**src/sv/nlms_pkg.sv**
```systemverilog
// Package for the NLMS adaptive FIR core: sizes, register indexes,
// controller state type and the command/status words between ctrl and datapath.
// No dependencies.
package nlms_pkg;

  localparam int MAX_TAPS = 32;
  localparam int IDX_W    = $clog2(MAX_TAPS);
  localparam int CNT_W    = $clog2(MAX_TAPS + 1);
  localparam int ACC_W    = 48 + $clog2(MAX_TAPS);
  localparam int ENERGY_W = 32 + $clog2(MAX_TAPS);
  localparam int Q_W      = 48;
  localparam int DIV_STEPS = 48;

  localparam logic [1:0] REG_STEP_SIZE   = 2'd0;
  localparam logic [1:0] REG_REGULARIZER = 2'd1;
  localparam logic [1:0] REG_TAP_COUNT   = 2'd2;

  typedef enum logic [3:0] {
    ST_IDLE,
    ST_MAC,
    ST_MAC_DRAIN,
    ST_ROUND,
    ST_PROD,
    ST_CHECK,
    ST_DIV,
    ST_GAIN,
    ST_UPD,
    ST_UPD_DRAIN,
    ST_FINISH
  } nlms_state_t;

  typedef struct packed {
    logic load;
    logic mac_issue;
    logic round;
    logic prod;
    logic check;
    logic div_step;
    logic gain;
    logic upd_issue;
    logic finish;
  } nlms_cmd_t;

  typedef struct packed {
    logic warm;
    logic k_last;
    logic div_last;
    logic div_skip;
  } nlms_sts_t;

  // tap count zero acts as one, above the maximum as the maximum
  function automatic logic [CNT_W-1:0] taps_in_use(input logic [5:0] tc);
    logic [CNT_W-1:0] n;
    if (tc == 6'd0) n = CNT_W'(1);
    else if (int'(tc) > MAX_TAPS) n = CNT_W'(MAX_TAPS);
    else n = CNT_W'(tc);
    return n;
  endfunction

endpackage

```
**src/sv/nlms_ctrl.sv**
```systemverilog
// Sequencer for the NLMS core: steps the datapath through MAC pass,
// divide and weight update. Uses nlms_pkg.
module nlms_ctrl import nlms_pkg::*; (
  input  logic      clk,
  input  logic      rst,
  input  logic      in_valid,
  output logic      in_ready,
  input  logic      out_ready,
  output logic      out_valid,
  input  nlms_sts_t sts,
  output nlms_cmd_t cmd
);

  nlms_state_t state, state_next;
  logic out_free;

  assign out_free = !out_valid || out_ready;

  always_ff @(posedge clk) begin
    if (rst) begin
      state     <= ST_IDLE;
      out_valid <= 1'b0;
    end else begin
      state <= state_next;
      if (cmd.finish) out_valid <= 1'b1;
      else if (out_ready) out_valid <= 1'b0;
    end
  end

  always_comb begin
    state_next = state;
    unique case (state)
      ST_IDLE:      if (in_valid) state_next = sts.warm ? ST_FINISH : ST_MAC;
      ST_MAC:       if (sts.k_last) state_next = ST_MAC_DRAIN;
      ST_MAC_DRAIN: state_next = ST_ROUND;
      ST_ROUND:     state_next = ST_PROD;
      ST_PROD:      state_next = ST_CHECK;
      ST_CHECK:     state_next = sts.div_skip ? ST_GAIN : ST_DIV;
      ST_DIV:       if (sts.div_last) state_next = ST_GAIN;
      ST_GAIN:      state_next = ST_UPD;
      ST_UPD:       if (sts.k_last) state_next = ST_UPD_DRAIN;
      ST_UPD_DRAIN: state_next = ST_FINISH;
      ST_FINISH:    if (out_free) state_next = ST_IDLE;
      default:      state_next = ST_IDLE;
    endcase
  end

  always_comb begin
    cmd           = '0;
    in_ready      = (state == ST_IDLE);
    cmd.load      = (state == ST_IDLE) && in_valid;
    cmd.mac_issue = (state == ST_MAC);
    cmd.round     = (state == ST_ROUND);
    cmd.prod      = (state == ST_PROD);
    cmd.check     = (state == ST_CHECK);
    cmd.div_step  = (state == ST_DIV);
    cmd.gain      = (state == ST_GAIN);
    cmd.upd_issue = (state == ST_UPD);
    cmd.finish    = (state == ST_FINISH) && out_free;
  end

  a_accept_leaves_idle: assert property (@(posedge clk) disable iff (rst)
    cmd.load |=> state != ST_IDLE) else $error("accept did not start work");
  a_finish_slot: assert property (@(posedge clk) disable iff (rst)
    cmd.finish |=> out_valid) else $error("result word not presented");
  a_single_cmd: assert property (@(posedge clk) disable iff (rst)
    $onehot0(cmd)) else $error("more than one datapath command");

endmodule

```
**config.mk**
```make
export PLATFORM = sky130hd
export DESIGN_NAME = nlms_ctrl
export DESIGN_NICKNAME = d
export VERILOG_FILES = /design/src/sv/nlms_pkg.sv /design/src/sv/nlms_ctrl.sv
export SDC_FILE = /design/constraint.sdc
export NUM_CORES = 1
export LEC_CHECK = 0
export BUFFER_PORTS_ARGS = -buffer_cell sky130_fd_sc_hd__buf_2
export CAP_MARGIN = 20
export CELL_PAD_IN_SITES_DETAIL_PLACEMENT = 0
export CELL_PAD_IN_SITES_GLOBAL_PLACEMENT = 1
export CORE_UTILIZATION = 31
export DETAILED_ROUTE_END_ITERATION = 8
export PLACE_DENSITY_LB_ADDON = 0.1
export RECOVER_POWER = 100
export SYNTH_ARGS = -nofsm -noshare
export SYNTH_HDL_FRONTEND = slang
export SYNTH_SLANG_ARGS = --single-unit
```
**constraint.sdc**
```tcl
create_clock -name clk -period 3.5 [get_ports clk]
set_clock_uncertainty 0.05 [all_clocks]
set_input_delay 0.7 -clock clk [delete_from_list [all_inputs] [get_ports clk]]
set_output_delay 0.7 -clock clk [all_outputs]
set_load 0.01 [all_outputs]
```
==> out/results.ini <==
[clocking]
clkTransAtPathRegs_ns=0.04
cts_hold_buf=0
htree_levels=1
numCtsBuffers=3
clock-sinks=5
cts_tree=built
clock_path_buffers=2
post_cts_resize_count=0
cts-root-buf=clkbuf_4
post_cts_buffers=0
clkLatencyLatePin_ns=0.24

[finish]
syn_to_final_growth_pct=26.3
n_antenna_cell=0
postLayoutCellArea_sq_um=510
nets=82
final_layout_size_suffix_gt1_frac=0.219
fillers=133

[critical_path]
criticalPathCategory=reg2out
crit_path_end_kind=output pin
crit_fanout=16
slowest_delay_ns=0.59
crit_path_start_kind=flop
critical_path_buf_inv_count=2
cp.arrival_ns=1.53
crit_chain=or4b_1 -> inv_1 -> clkbuf_1
cp_top_family=flip-flops
slowest_stage=dfxtp_1
cp_data_required_time_ns=2.75

[floorplanning]
fp.coreArea_sq_mm=0.00116
dieHeight_um=38.1
floorplan.die_area_sq_mm=0.00145
start_util=0.350
fp.dieW_um=38.1
io_pins=19
std_cell_rows=12

[routing]
vias=447
first_pass_iters=4
ant_nets=0
drc=0
wirelength_um=924
route.detailed.wl_per_inst_um=10.6
via_per_inst=5.14
drtIter0Drc=10

[logic_synthesis]
synth_area_leader_cell=dfxtp_1
synthCells=55
yosys-top-cells-count=nor2_1 (7), nor3_1 (6), dfxtp_1 (5)
synth_cell_types=27
synth_top_cell_area_share=0.248
netlist_area_sq_um=404
ys_seq_area_frac=0.248
synth_ff_type=dfxtp_1
synth_area_leaders=dfxtp_1 (25%), nor3_1 (7.4%), nor2_1 (6.5%)
synth_nets=63
avgSynthCellArea_sq_um=7.35
synth_enable_flop_cells=0
synth.most_common_cell=nor2_1
ys_ff_latch=5
yosys_warnings=0
synthArstFlopShare=0

[timing]
slew_headroom=0.663
hold_violations=0
setup_viol=0
hold_ws_ns=0.604
layout_min_cycle_time_ns=2.28
fmax_mhz=438
maxSlewViolCount=0
setup_tns_ns=0
rsz0062_at_grt=false
fin_crit_sh=0.653
final.setup.worst_slack_ns=1.22
tightest_slew_ns=0.505

[pwr]
p_per_area_mw_per_mm2=719
swShare=0.436
clockPowerShare=0.178
power.share.combinational=0.484
p_leak_uw=0.000201
sequentialPowerShare=0.338
switching_power_uw=160
internal_power_uw=207
worst_ir_drop_vdd_v=0.000387

[place]
place_ws_ns=1.50
portBuffers=18
routabilityCongestion=0.706
dpl_cell_area_sq_um=497

[grt]
antenna_found_initial=0
grt_first_pass_wirelength_um=1570
grt_overflow_total=0
grt_usage=0.155
grt_pass1_vias=365
grt_max_degree=17

[run_status]
outcome=finished, final reports clean

[worst_hold_path]
hold_path.class=in2reg

[job]
maxCapViolations=0

-- layout make-up --
cell class                 instances  area (sq um)  area share
multi-input combinational         44           282       0.551
clock buffer                       4          26.3      0.0515
timing repair buffer              18          77.6       0.152
sequential                         5           100       0.196
inverter                           2          7.51      0.0147
tap                               14          17.5      0.0343
-- cell families (layout without fill, tap and decap cells) --
family,after synthesis,in the layout,synth area share
multiplexers,1,1,0.0279
XOR/XNOR,1,1,0.0217
AO/OA/AOI/OAI,13,13,0.232
buffers and inverters,6,24,0.0557
flip-flops,5,5,0.248
AND/OR/NAND/NOR,29,29,0.415
-- registers in the layout, indices dropped and copies added, names as in the netlist --
| register | cells |
|---|---|
| state | 4 |
| out_valid | 1 |
-- power by group through the flow --
stage | combinational [uW] | sequential (uW) | clock (uW)
after floorplan | 171 | 86.5 | 0
after global placement | 187 | 126 | 0
after detailed placement | 185 | 125 | 0
after CTS | 186 | 124 | 67.9
after global routing | 203 | 133 | 72.2
final | 178 | 124 | 65.5
-- per-stage QoR --
stage / std cells / util / power, uW
floorplan: 55 / - / 257
global placement: 83 / 0.430 / 314
detailed placement: 83 / 0.430 / 311
CTS: 87 / 0.452 / 378
global route: 87 / 0.442 / 408
finish: 87 / 0.442 / 367
-- cells in the final DEF (no fill, tap or decap), drive strengths merged, types with 2 or more instances in the layout --
master	n
dfxtp	5
nand2b	4
nand2	2
buf	8
nor3	6
inv	2
clkbuf	14
a21oi	4
nor4b	2
nor2	7
a31o	2
-- worst reg2reg max path, stage by stage, from the launching register on --
cell     delay (ns)
dfxtp_1        0.59
or4b_1         0.50
o32a_1         0.22
a32oi_1        0.20
nor2_1         0.06
-- per-layer routing --
metal / GRT usage / share of wire / vias to the layer above
met5: 0 / 0 / -
met2: 0.233 / 0.43 / 20
li1: - / - / 236
met3: 0.0872 / 0.077 / 0
met4: 0 / 0 / 0
met1: 0.204 / 0.50 / 191
-- final timing paths --
check / start / to / slack, ns / depth (start not counted)
worst max-delay path: state[3] / cmd[1] / 1.22 / 3
worst max register to register: state[3] / state[0] / 1.77 / 4
worst min-delay path: rst / state[2] / 0.60 / 2
worst min register to register: out_valid / out_valid / 0.66 / 2
(Power assumes the default switching activity.)
